===== src/rtl/ssfs_pkg.sv =====
// Shared types and constants for the smoothstep fade sequencer.
// No dependencies; every other file of the block imports this package.
package ssfs_pkg;

    localparam int DT_W      = 17;
    localparam int DUR_W     = 24;
    localparam int EL_W      = 25;
    localparam int PHASE_W   = 2;
    localparam int BYTE_W    = 8;
    localparam int CFG_IDX_W = 1;

    localparam logic [DUR_W-1:0] FADE_TIME_RST = 24'd500000;
    localparam logic [EL_W-1:0]  EL_MAX        = {EL_W{1'b1}};

    // Configuration register indexes
    localparam logic [CFG_IDX_W-1:0] REG_FADE_OUT = 1'b0;
    localparam logic [CFG_IDX_W-1:0] REG_FADE_IN  = 1'b1;

    // Item opcodes
    localparam logic OP_TICK  = 1'b0;
    localparam logic OP_BEGIN = 1'b1;

    // progress = (PROG_MUL * t + PROG_BIAS) / PROG_DIV while fading out
    localparam int PROG_MUL  = 15;
    localparam int PROG_BIAS = 50;
    localparam int PROG_DIV  = 100;

    typedef enum logic [PHASE_W-1:0] {
        PH_IDLE     = 2'd0,
        PH_FADE_OUT = 2'd1,
        PH_LOAD     = 2'd2,
        PH_FADE_IN  = 2'd3
    } phase_t;

    typedef enum logic [3:0] {
        ST_IDLE,
        ST_DECODE,
        ST_RATIO,
        ST_DIVR,
        ST_SQ,
        ST_CUBE,
        ST_APPLY,
        ST_EMIT
    } ctrl_state_t;

    typedef struct packed {
        logic take_item;
        logic start_fade;
        logic load_step;
        logic add_time;
        logic t_one;
        logic div_ratio;
        logic take_quot;
        logic square;
        logic cube;
        logic scale_prog;
        logic apply;
        logic emit;
    } dp_cmd_t;

    typedef struct packed {
        logic   is_begin;
        logic   has_target;
        phase_t phase;
        logic   t_sat;
        logic   div_busy;
    } dp_status_t;

endpackage


===== src/rtl/ssfs_div.sv =====
// Restoring divider for the time ratio: one quotient bit per cycle.
// Depends on ssfs_pkg for the duration width.
module ssfs_div #(
    parameter int NUM_W = 20
) (
    input  logic                          aclk,
    input  logic                          aresetn,
    input  logic                          start,
    input  logic [ssfs_pkg::DUR_W-1:0]    rem_init,
    input  logic [NUM_W-1:0]              numer,
    input  logic [$clog2(NUM_W+1)-1:0]    nbits,
    input  logic [ssfs_pkg::DUR_W-1:0]    divisor,
    output logic                          busy,
    output logic [NUM_W-1:0]              quot
);
    import ssfs_pkg::*;

    localparam int CNT_W = $clog2(NUM_W+1);

    logic [CNT_W-1:0] cnt_reg, cnt_next;
    logic [DUR_W-1:0] rem_reg, rem_next;
    logic [NUM_W-1:0] num_reg, num_next;
    logic [NUM_W-1:0] quot_reg, quot_next;
    logic [DUR_W-1:0] dvs_reg, dvs_next;
    logic [DUR_W:0]   trial;
    logic [DUR_W:0]   diff;
    logic             ge;

    // remainder stays below the divisor, so the shifted trial fits DUR_W+1 bits
    assign trial = {rem_reg, num_reg[NUM_W-1]};
    assign diff  = trial - {1'b0, dvs_reg};
    assign ge    = (trial >= {1'b0, dvs_reg});

    always_comb begin
        cnt_next  = cnt_reg;
        rem_next  = rem_reg;
        num_next  = num_reg;
        quot_next = quot_reg;
        dvs_next  = dvs_reg;
        if (start) begin
            cnt_next  = nbits;
            rem_next  = rem_init;
            num_next  = numer;
            quot_next = '0;
            dvs_next  = divisor;
        end else if (cnt_reg != '0) begin
            cnt_next  = cnt_reg - CNT_W'(1);
            rem_next  = ge ? diff[DUR_W-1:0] : trial[DUR_W-1:0];
            num_next  = {num_reg[NUM_W-2:0], 1'b0};
            quot_next = {quot_reg[NUM_W-2:0], ge};
        end
    end

    always_ff @(posedge aclk) begin
        if (!aresetn) begin
            cnt_reg <= '0;
        end else begin
            cnt_reg <= cnt_next;
        end
    end

    always_ff @(posedge aclk) begin
        rem_reg  <= rem_next;
        num_reg  <= num_next;
        quot_reg <= quot_next;
        dvs_reg  <= dvs_next;
    end

    assign busy = (cnt_reg != '0);
    assign quot = quot_reg;

endmodule


===== src/rtl/ssfs_datapath.sv =====
// Datapath of the fade sequencer: registers, elapsed time, ratio, smoothstep, levels.
// Depends on ssfs_pkg and instantiates ssfs_div.
module ssfs_datapath #(
    parameter int FRAC_BITS = 16
) (
    input  logic                              aclk,
    input  logic                              aresetn,
    input  logic                              cfg_we,
    input  logic [ssfs_pkg::CFG_IDX_W-1:0]    cfg_index,
    input  logic [ssfs_pkg::DUR_W-1:0]        cfg_data,
    input  logic                              s_op,
    input  logic signed [ssfs_pkg::DT_W-1:0]  s_dt,
    input  logic                              s_has_target,
    input  ssfs_pkg::dp_cmd_t                 cmd,
    output ssfs_pkg::dp_status_t              status,
    output logic [FRAC_BITS:0]                alpha_level,
    output logic [FRAC_BITS:0]                prog_level,
    output ssfs_pkg::phase_t                  phase,
    output logic                              swap
);
    import ssfs_pkg::*;

    localparam int LVL_W = FRAC_BITS + 1;
    localparam int NUM_W = FRAC_BITS + 4;
    localparam int CNT_W = $clog2(FRAC_BITS+1);
    localparam int SQ_W  = 2 * LVL_W;
    localparam int CB_W  = 2 * LVL_W + 1;
    // floor(x / PROG_DIV) = (x * PROG_RCP) >> PK, exact for any x below 2^NUM_W
    localparam int PK    = NUM_W + 7;
    localparam int RCP_W = NUM_W + 1;
    localparam int PP_W  = NUM_W + RCP_W;
    localparam int PQ_W  = NUM_W - 6;
    localparam logic [RCP_W-1:0] PROG_RCP =
        RCP_W'(((64'd1 << PK) + 64'(PROG_DIV) - 64'd1) / 64'(PROG_DIV));
    localparam logic [LVL_W-1:0] ONE        = {1'b1, {FRAC_BITS{1'b0}}};
    localparam logic [LVL_W-1:0] SIX_TENTHS = LVL_W'((3 * (2 ** FRAC_BITS) + 2) / 5);
    localparam int HALF = 2 ** (FRAC_BITS - 1);

    logic [DUR_W-1:0] fade_out_reg, fade_out_next;
    logic [DUR_W-1:0] fade_in_reg, fade_in_next;
    phase_t           phase_reg, phase_next;
    logic [EL_W-1:0]  el_reg, el_next;
    logic [LVL_W-1:0] alpha_reg, alpha_next;
    logic [LVL_W-1:0] prog_reg, prog_next;
    logic             swap_done_reg, swap_done_next;
    logic             swap_reg, swap_next;
    logic             op_reg, op_next;
    logic [DT_W-1:0]  dt_reg, dt_next;
    logic             tgt_reg, tgt_next;
    logic [LVL_W-1:0] t_reg, t_next;
    logic [LVL_W-1:0] t2_reg, t2_next;
    logic [LVL_W-1:0] s_reg, s_next;
    logic [LVL_W-1:0] pq_reg, pq_next;

    logic [DUR_W-1:0] dur;
    logic [DT_W-2:0]  d_pos;
    logic [EL_W:0]    el_sum;
    logic [SQ_W-1:0]  sq_rnd;
    logic [LVL_W:0]   cube_mul;
    logic [CB_W-1:0]  cube_rnd;
    logic [LVL_W:0]   s_raw;
    logic [NUM_W-1:0] pnum;
    logic [PP_W-1:0]  pprod;
    logic             t_full;

    logic                 div_start;
    logic [DUR_W-1:0]     div_rem;
    logic [FRAC_BITS-1:0] div_num;
    logic [CNT_W-1:0]     div_nbits;
    logic [DUR_W-1:0]     div_dvs;
    logic                 div_busy;
    logic [FRAC_BITS-1:0] div_quot;

    assign dur    = (phase_reg == PH_FADE_OUT) ? fade_out_reg : fade_in_reg;
    assign d_pos  = dt_reg[DT_W-1] ? '0 : dt_reg[DT_W-2:0];
    assign el_sum = {1'b0, el_reg} + (EL_W+1)'(d_pos);
    assign t_full = (t_reg == ONE);

    // t^2 rounded back to Q1.FRAC_BITS
    assign sq_rnd = SQ_W'(t_reg * t_reg) + SQ_W'(HALF);
    // t^2 * (3 - 2t), rounded
    assign cube_mul = {ONE, 1'b0} + {1'b0, ONE} - {t_reg, 1'b0};
    assign cube_rnd = CB_W'(t2_reg * cube_mul) + CB_W'(HALF);
    assign s_raw    = cube_rnd[FRAC_BITS +: LVL_W+1];

    assign pnum  = NUM_W'(t_reg) * NUM_W'(PROG_MUL) + NUM_W'(PROG_BIAS);
    assign pprod = PP_W'(pnum) * PP_W'(PROG_RCP);

    // elapsed is below the duration here, so it seeds the remainder directly
    assign div_start = cmd.div_ratio;
    assign div_rem   = el_reg[DUR_W-1:0];
    assign div_num   = '0;
    assign div_nbits = CNT_W'(FRAC_BITS);
    assign div_dvs   = dur;

    ssfs_div #(
        .NUM_W (FRAC_BITS)
    ) u_div (
        .aclk     (aclk),
        .aresetn  (aresetn),
        .start    (div_start),
        .rem_init (div_rem),
        .numer    (div_num),
        .nbits    (div_nbits),
        .divisor  (div_dvs),
        .busy     (div_busy),
        .quot     (div_quot)
    );

    always_comb begin
        fade_out_next = fade_out_reg;
        fade_in_next  = fade_in_reg;
        if (cfg_we) begin
            unique case (cfg_index)
                REG_FADE_OUT: fade_out_next = cfg_data;
                REG_FADE_IN:  fade_in_next  = cfg_data;
            endcase
        end
    end

    always_comb begin
        op_next  = op_reg;
        dt_next  = dt_reg;
        tgt_next = tgt_reg;
        if (cmd.take_item) begin
            op_next  = s_op;
            dt_next  = s_dt;
            tgt_next = s_has_target;
        end
    end

    always_comb begin
        t_next  = t_reg;
        t2_next = t2_reg;
        s_next  = s_reg;
        pq_next = pq_reg;
        if (cmd.t_one) begin
            t_next = ONE;
        end else if (cmd.take_quot) begin
            t_next = {1'b0, div_quot};
        end
        if (cmd.square) begin
            t2_next = sq_rnd[FRAC_BITS +: LVL_W];
        end
        if (cmd.cube) begin
            s_next = (s_raw > {1'b0, ONE}) ? ONE : s_raw[LVL_W-1:0];
        end
        if (cmd.scale_prog) begin
            pq_next = LVL_W'(pprod[PK +: PQ_W]);
        end
    end

    always_comb begin
        phase_next     = phase_reg;
        el_next        = el_reg;
        alpha_next     = alpha_reg;
        prog_next      = prog_reg;
        swap_done_next = swap_done_reg;
        swap_next      = swap_reg;
        if (cmd.take_item) begin
            swap_next = 1'b0;
        end else if (cmd.start_fade) begin
            phase_next     = PH_FADE_OUT;
            el_next        = '0;
            alpha_next     = '0;
            prog_next      = '0;
            swap_done_next = 1'b0;
        end else if (cmd.add_time) begin
            el_next = el_sum[EL_W] ? EL_MAX : el_sum[EL_W-1:0];
        end else if (cmd.load_step) begin
            alpha_next = ONE;
            if (!swap_done_reg) begin
                swap_next      = 1'b1;
                swap_done_next = 1'b1;
                prog_next      = SIX_TENTHS;
            end else begin
                prog_next  = ONE;
                phase_next = PH_FADE_IN;
                el_next    = '0;
            end
        end else if (cmd.apply) begin
            if (phase_reg == PH_FADE_OUT) begin
                alpha_next = t_full ? ONE : s_reg;
                prog_next  = pq_reg;
                if (t_full) begin
                    phase_next     = PH_LOAD;
                    el_next        = '0;
                    swap_done_next = 1'b0;
                end
            end else begin
                alpha_next = t_full ? '0 : ONE - s_reg;
                prog_next  = ONE;
                if (t_full) begin
                    phase_next = PH_IDLE;
                end
            end
        end
    end

    always_ff @(posedge aclk) begin
        if (!aresetn) begin
            fade_out_reg  <= FADE_TIME_RST;
            fade_in_reg   <= FADE_TIME_RST;
            phase_reg     <= PH_IDLE;
            el_reg        <= '0;
            alpha_reg     <= '0;
            prog_reg      <= '0;
            swap_done_reg <= 1'b0;
            swap_reg      <= 1'b0;
        end else begin
            fade_out_reg  <= fade_out_next;
            fade_in_reg   <= fade_in_next;
            phase_reg     <= phase_next;
            el_reg        <= el_next;
            alpha_reg     <= alpha_next;
            prog_reg      <= prog_next;
            swap_done_reg <= swap_done_next;
            swap_reg      <= swap_next;
        end
    end

    always_ff @(posedge aclk) begin
        op_reg  <= op_next;
        dt_reg  <= dt_next;
        tgt_reg <= tgt_next;
        t_reg   <= t_next;
        t2_reg  <= t2_next;
        s_reg   <= s_next;
        pq_reg  <= pq_next;
    end

    assign status.is_begin   = (op_reg == OP_BEGIN);
    assign status.has_target = tgt_reg;
    assign status.phase      = phase_reg;
    assign status.t_sat      = (dur == '0) || (el_reg >= {1'b0, dur});
    assign status.div_busy   = div_busy;

    assign alpha_level = alpha_reg;
    assign prog_level  = prog_reg;
    assign phase       = phase_reg;
    assign swap        = swap_reg;

endmodule


===== src/rtl/ssfs_ctrl.sv =====
// Controller of the fade sequencer: sequences one item through the datapath.
// Depends on ssfs_pkg for the state, command and status types.
module ssfs_ctrl (
    input  logic                  aclk,
    input  logic                  aresetn,
    input  logic                  s_valid,
    output logic                  s_ready,
    input  logic                  out_free,
    input  ssfs_pkg::dp_status_t  status,
    output ssfs_pkg::dp_cmd_t     cmd
);
    import ssfs_pkg::*;

    ctrl_state_t state_reg, state_next;

    always_comb begin
        state_next = state_reg;
        unique case (state_reg)
            ST_IDLE:   if (s_valid) state_next = ST_DECODE;
            ST_DECODE: begin
                if (status.is_begin) begin
                    state_next = ST_EMIT;
                end else if (status.phase == PH_FADE_OUT || status.phase == PH_FADE_IN) begin
                    state_next = ST_RATIO;
                end else begin
                    state_next = ST_EMIT;
                end
            end
            ST_RATIO:  state_next = status.t_sat ? ST_SQ : ST_DIVR;
            ST_DIVR:   if (!status.div_busy) state_next = ST_SQ;
            ST_SQ:     state_next = ST_CUBE;
            ST_CUBE:   state_next = ST_APPLY;
            ST_APPLY:  state_next = ST_EMIT;
            ST_EMIT:   if (out_free) state_next = ST_IDLE;
            default:   state_next = ST_IDLE;
        endcase
    end

    always_comb begin
        cmd = '0;
        unique case (state_reg)
            ST_IDLE:   cmd.take_item = s_valid;
            ST_DECODE: begin
                if (status.is_begin) begin
                    cmd.start_fade = (status.phase == PH_IDLE) && status.has_target;
                end else begin
                    unique case (status.phase)
                        PH_FADE_OUT, PH_FADE_IN: cmd.add_time  = 1'b1;
                        PH_LOAD:                 cmd.load_step = 1'b1;
                        PH_IDLE:                 cmd.add_time  = 1'b0;
                    endcase
                end
            end
            ST_RATIO: begin
                cmd.t_one     = status.t_sat;
                cmd.div_ratio = !status.t_sat;
            end
            ST_DIVR:   cmd.take_quot = !status.div_busy;
            ST_SQ:     cmd.square = 1'b1;
            ST_CUBE: begin
                cmd.cube       = 1'b1;
                cmd.scale_prog = (status.phase == PH_FADE_OUT);
            end
            ST_APPLY:  cmd.apply = 1'b1;
            ST_EMIT:   cmd.emit = out_free;
            default:   cmd = '0;
        endcase
    end

    always_ff @(posedge aclk) begin
        if (!aresetn) begin
            state_reg <= ST_IDLE;
        end else begin
            state_reg <= state_next;
        end
    end

    assign s_ready = (state_reg == ST_IDLE);

endmodule


===== src/rtl/smoothstep_fade_sequencer.sv =====
// Smoothstep fade sequencer, top level: controller, datapath and result register.
// Depends on ssfs_pkg, ssfs_ctrl and ssfs_datapath.
//
// Input channel s_*: one item per transfer, op = tick (dt elapsed) or begin.
// Result channel m_*: exactly one result per input item, in order: alpha and
// progress bytes, the phase after the item, and the swap request pulse.
// Configuration channel cfg_*: always ready; index 0 writes the fade-out time,
// index 1 the fade-in time. Write only while no item is in flight.
// Each input transfer is decoded; begin, idle and load ticks then go straight
// to the emit state, while fade ticks first pass the ratio state, the bit-serial
// divider that forms the time ratio, and the square, cube and apply states; the
// divider is skipped when the ratio saturates at one. One item is processed at a
// time; the next is taken at the earliest in the cycle after the previous result
// is loaded into the output register, even while the receiver stalls it.
// Reset returns to idle with both fade times at 500000 and all levels zero.
// A stalled receiver holds the result; the block then finishes at most one
// further item and waits for the output register to drain.
module smoothstep_fade_sequencer #(
    parameter int FRAC_BITS = 16
) (
    input  logic                              aclk,
    input  logic                              aresetn,
    input  logic                              s_valid,
    output logic                              s_ready,
    input  logic                              s_op,
    input  logic signed [ssfs_pkg::DT_W-1:0]  s_dt,
    input  logic                              s_has_target,
    output logic                              m_valid,
    input  logic                              m_ready,
    output logic [ssfs_pkg::BYTE_W-1:0]       m_alpha,
    output logic [ssfs_pkg::BYTE_W-1:0]       m_load_progress,
    output logic [ssfs_pkg::PHASE_W-1:0]      m_phase,
    output logic                              m_swap_request,
    input  logic                              cfg_valid,
    output logic                              cfg_ready,
    input  logic [ssfs_pkg::CFG_IDX_W-1:0]    cfg_index,
    input  logic [ssfs_pkg::DUR_W-1:0]        cfg_data
);
    import ssfs_pkg::*;

    localparam int LVL_W = FRAC_BITS + 1;
    localparam int MUL_W = LVL_W + BYTE_W;
    localparam int HALF  = 2 ** (FRAC_BITS - 1);

    dp_cmd_t             cmd;
    dp_status_t          status;
    logic [LVL_W-1:0]    alpha_level;
    logic [LVL_W-1:0]    prog_level;
    phase_t              phase;
    logic                swap;
    logic                out_free;

    logic                m_valid_reg, m_valid_next;
    logic [BYTE_W-1:0]   alpha_reg, alpha_next;
    logic [BYTE_W-1:0]   prog_reg, prog_next;
    logic [PHASE_W-1:0]  phase_reg, phase_next;
    logic                swap_reg, swap_next;

    // round(v * 255) with v in Q1.FRAC_BITS, v at most one
    function automatic logic [BYTE_W-1:0] to_byte(input logic [LVL_W-1:0] v);
        logic [MUL_W-1:0] scaled;
        scaled = {v, {BYTE_W{1'b0}}} - MUL_W'(v) + MUL_W'(HALF);
        return scaled[FRAC_BITS +: BYTE_W];
    endfunction

    assign cfg_ready = 1'b1;
    assign out_free  = !m_valid_reg || m_ready;

    ssfs_ctrl u_ctrl (
        .aclk     (aclk),
        .aresetn  (aresetn),
        .s_valid  (s_valid),
        .s_ready  (s_ready),
        .out_free (out_free),
        .status   (status),
        .cmd      (cmd)
    );

    ssfs_datapath #(
        .FRAC_BITS (FRAC_BITS)
    ) u_datapath (
        .aclk         (aclk),
        .aresetn      (aresetn),
        .cfg_we       (cfg_valid && cfg_ready),
        .cfg_index    (cfg_index),
        .cfg_data     (cfg_data),
        .s_op         (s_op),
        .s_dt         (s_dt),
        .s_has_target (s_has_target),
        .cmd          (cmd),
        .status       (status),
        .alpha_level  (alpha_level),
        .prog_level   (prog_level),
        .phase        (phase),
        .swap         (swap)
    );

    always_comb begin
        m_valid_next = m_valid_reg;
        alpha_next   = alpha_reg;
        prog_next    = prog_reg;
        phase_next   = phase_reg;
        swap_next    = swap_reg;
        if (cmd.emit) begin
            m_valid_next = 1'b1;
            alpha_next   = to_byte(alpha_level);
            prog_next    = to_byte(prog_level);
            phase_next   = phase;
            swap_next    = swap;
        end else if (m_ready) begin
            // drop the result once transferred
            m_valid_next = 1'b0;
        end
    end

    always_ff @(posedge aclk) begin
        if (!aresetn) begin
            m_valid_reg <= 1'b0;
        end else begin
            m_valid_reg <= m_valid_next;
        end
    end

    always_ff @(posedge aclk) begin
        alpha_reg <= alpha_next;
        prog_reg  <= prog_next;
        phase_reg <= phase_next;
        swap_reg  <= swap_next;
    end

    assign m_valid         = m_valid_reg;
    assign m_alpha         = alpha_reg;
    assign m_load_progress = prog_reg;
    assign m_phase         = phase_reg;
    assign m_swap_request  = swap_reg;

`ifndef SYNTHESIS
    a_swap_only_loading: assert property (@(posedge aclk) disable iff (!aresetn)
        (m_valid && m_swap_request) |-> (m_phase == PH_LOAD))
        else $error("swap request outside the loading phase");

    a_idle_is_clear: assert property (@(posedge aclk) disable iff (!aresetn)
        (m_valid && m_phase == PH_IDLE) |-> (m_alpha == '0))
        else $error("non-zero alpha reported in idle");

    a_one_item_at_a_time: assert property (@(posedge aclk) disable iff (!aresetn)
        (s_valid && s_ready) |=> !s_ready)
        else $error("input taken while an item is in progress");

    a_emit_needs_room: assert property (@(posedge aclk) disable iff (!aresetn)
        cmd.emit |-> (!m_valid || m_ready))
        else $error("result loaded over an untransferred result");
`endif

endmodule


===== config.mk =====
export PLATFORM = sky130hd
export DESIGN_NAME = smoothstep_fade_sequencer
export DESIGN_NICKNAME = d
export VERILOG_FILES = /design/src/rtl/ssfs_pkg.sv /design/src/rtl/ssfs_div.sv /design/src/rtl/ssfs_datapath.sv /design/src/rtl/ssfs_ctrl.sv /design/src/rtl/smoothstep_fade_sequencer.sv
export SDC_FILE = /design/constraint.sdc
export NUM_CORES = 2
export LEC_CHECK = 0
export ABC_CLOCK_PERIOD_IN_PS = 14100
export BUFFER_PORTS_ARGS = -buffer_cell sky130_fd_sc_hd__buf_2
export CORE_MARGIN = 1.5
export CORE_UTILIZATION = 45
export DETAILED_ROUTE_END_ITERATION = 10
export GPL_ROUTABILITY_DRIVEN = 0
export PLACE_DENSITY = 0.6
export SLEW_MARGIN = 20
export SYNTH_ARGS = -nofsm -noshare
export SYNTH_HDL_FRONTEND = slang
export SYNTH_SLANG_ARGS = --single-unit

===== constraint.sdc =====
create_clock -name aclk -period 14.1 [get_ports aclk]
set_input_delay 1.41 -clock aclk [delete_from_list [all_inputs] [get_ports aclk]]
set_output_delay 1.41 -clock aclk [all_outputs]
set_load 0.01 [all_outputs]

==> flow_summary_export.csv <==
group,metric,value,unit
cts,cts_tree,"yes",
sta,rsz0062_at_grt,"no",
grt,grt_usage,21.7,%
grt,grt_max_degree,75,
sta,hold_viol,0,
die,io_pins,71,
sta,finClkSkew,0.0177,ns
placement,port_buffers,69,
worst_hold_path,min_from,"u_datapath.swap",
sta,post-route-period-util,79.8,%
worst_setup_path,r2r_slack,2.84,ns
worst_setup_path,crit_family,"adder cells",
cts,cts_buffers,34,
logic_synthesis,synth_edf_count,134,
worst_setup_path,worstPathRequired,14.39,ns
worst_hold_path,min_path_type,"flop to flop",
logic_synthesis,syn_area,40900,um^2
cts,clock_path_buffers,3,
sta,worstMarginPinSlew,1.06,ns
worst_setup_path,crit_buf_inv,5,
worst_hold_path,hold-path-cell-count,0,
grt,grt_pass1_wl,161000,um
worst_setup_path,worstReg2RegStart,"u_datapath.t_reg[0]",
route,first_iter_violations,1725,
grt,grtUsageMet1,30.2,%
worst_setup_path,crit_path_end_kind,"flop",
worst_setup_path,cp_data_arrival_time,11.55,ns
final_layout,syn_to_final_growth,7.27,%
die,core_region_area,90000,um^2
logic_synthesis,synth_seq_area_share,17.3,%
logic_synthesis,yosysUniqueCellTypes,96,
worst_hold_path,whs_endpoint,"m_swap_request",
logic_synthesis,synth_fp_nets,5589,
grt,grt_util_met2,36.0,%
route,vias,28992,
sta,setup_viol,0,
grt,grt_antenna_before_repair,1,
worst_setup_path,start_kind,"flop",
grt,grt_pass1_vias,30081,
die,die_h,304,um
cts,cts_setup_buffers,0,
route,antenna_left,0,
route,viasPerCell,5.21,
sta,min_period,11.26,ns
cts,clk_latency,0.55,ns
worst_setup_path,slowest_delay,0.83,ns
sta,maxSlewHeadroom,29.3,%
cts,clkSlewWorstSetupHoldPaths,0.06,ns
cts,cts_resized,0,
worst_setup_path,crit_fanout,22,
route,drt-pass1-iter-count,7,
grt,globalRouteMet3Util,3.00,%
logic_synthesis,syn_inst,4325,
logic_synthesis,ys_seq_elements,286,
grt,grt.overflow.total,0,
worst_setup_path,critical_path_class,"flop to flop",
cts,numClockSinks,286,
worst_setup_path,r2r-end,"u_datapath.pq_reg[13]",
sta,max_clock_freq,88.8,MHz
flow_run,max_cap_violations,0,
logic_synthesis,yosys_warnings,0,
final_layout,largest_register_ff_count,25,
grt,grt_busiest_layer,"met2",
final_layout,final_nets,5624,
route,drc,0,
die,die_w,304,um
logic_synthesis,async_reset_ff_share,0,%
sta,final.setup.tns,0,ns
route,wl_per_cell,17.6,um
sta,slew_violations,0,
final_layout,drive_gt1_share,5.22,%
run_status,outcome,"finished, final reports clean",
route,routed_wirelength,97800,um
worst_setup_path,r2r_cells,37,
placement,post-dp-hpwl,79000,um
worst_setup_path,slowest_stage,"dfxtp_1",
sta,holdWs,0.442,ns
cts,holdBufCountCts,0,
die,die-area,92700,um^2
cts,cts_root_buf,"clkbuf_16",
die,floorplan.initialDensity,45.4,%
cts,cts_max_level,2,
worst_setup_path,cp_num_cells,37,
logic_synthesis,synth.avg_cell_area,9.46,um^2
logic_synthesis,synth_ff_type,"dfxtp_1",
die,rows,110,
## area by class of cell
type                    count  area [um^2]
diodes                      1         2.50
clock buffers              45         1020
clock inverters            15          178
fillers                  8532        46100
inverters                 843         3160
multi-input cells        3072        30200
flip-flops and latches    286         7070
well taps                1176         1470
repair buffers            123          751
## kinds of logic (layout without fill, tap and decap cells)
family                   after synthesis  count (layout)  synth area share (%)
flip-flops                           286             286                  17.3
XOR/XNOR                             170             170                  3.64
other                                  1               2               0.00917
AND/OR/NAND/NOR                     1135            1135                  13.0
buffers and inverters                967            1026                  8.94
adder cells (fa/ha/maj)             1215            1215                  48.1
multiplexers                          46              46                  1.13
AO/OA/AOI/OAI                        505             505                  7.92
## cells in the mapped netlist (4+ instances only)
master     count  area, um^2
a2111oi_0      5        43.8
a211oi_1      15         113
a21boi_0      10        75.1
a21o_1        40         300
a21oi_1      189         946
a221o_1        4        40.0
a221oi_1      11        96.3
a22oi_1       15         113
a31oi_1       16         100
a41o_1         4        40.0
and2_1       152         951
and3_1        15        93.8
and4_1         6        52.6
buf_1          9        33.8
buf_2          5        25.0
clkbuf_1     107         402
clkinv_1       9        33.8
dfxtp_1      152        3040
edfxtp_1     134        4020
fa_1         594       11900
ha_1         621        7770
inv_1        831        3120
mux2i_1       43         430
nand2_1      479        1800
nand2b_1      21         131
nand3_1       52         260
nand4_1       23         144
nor2_1       211         792
nor2b_1       35         219
nor3_1        61         305
nor3b_1        7        52.6
nor4_1        23         144
o211ai_1       8        60.1
o21a_1        23         173
o21ai_0       91         455
o21ai_1        5        25.0
o21bai_1      10        75.1
o31ai_1        4        30.0
o41ai_1        4        35.0
or2_2         10        62.6
or3_1         11        68.8
or4_1          8        60.1
xnor2_1      119        1040
xor2_1        51         447
## worst max-delay path by stage
stage                            endpoint           startpoint  slack (ns)
floorplan           u_datapath.pq_reg[13]  u_datapath.t_reg[1]        4.13
global placement    u_datapath.pq_reg[13]  u_datapath.t_reg[0]        3.04
detailed placement  u_datapath.pq_reg[13]  u_datapath.t_reg[0]        2.88
CTS                 u_datapath.pq_reg[13]  u_datapath.t_reg[0]        2.82
global route        u_datapath.pq_reg[13]  u_datapath.t_reg[4]        2.06
finish              u_datapath.pq_reg[13]  u_datapath.t_reg[0]        2.84
## routing by layer
metal	vias up	routed length (um)	part of all wire, %
met3	105	4990	5.1
met2	644	46000	47
met5	-	0	0
met1	14312	45000	46
li1	13931	-	-
met4	0	1820	1.9
## worst reg2reg max path, delay by kind of cell (launching register included)
kind	cells	cell delay [ns]
DFF	1	0.83
buffers and inverters	5	1.06
AOI/OAI and AO/OA	15	3.45
and+or+nand+nor	3	0.73
adders and majority gates	12	4.76
xor gates and xnor gates	2	0.17
## cell usage in the layout, fill, tap and decap left out, types with 40 or more instances in the layout
master	netlist	layout
inv_1	831	829
ha_1	621	621
fa_1	594	594
nand2_1	479	479
nor2_1	211	210
a21oi_1	189	189
dfxtp_1	152	152
and2_1	152	151
edfxtp_1	134	134
xnor2_1	119	119
o21ai_0	91	91
buf_2	5	69
nor3_1	61	59
buf_4	1	54
nand3_1	52	52
xor2_1	51	51
mux2i_1	43	43
a21o_1	40	40
## through the flow
step | instances | setup WS (ns) | instance area (um^2) | util (%)
after floorplan | 4325 | 4.13 | 40900 | -
after global routing | 5560 | 2.06 | 43900 | 48.7
after CTS | 5560 | 2.82 | 43900 | 48.7
after global placement | 5500 | 3.04 | 42700 | 47.4
final | 5561 | 2.84 | 43900 | 48.7
after detailed placement | 5500 | 2.88 | 42700 | 47.4
Power is not shown: default switching activity piles up to over one toggle a cycle in this logic, so the estimate is an artifact.
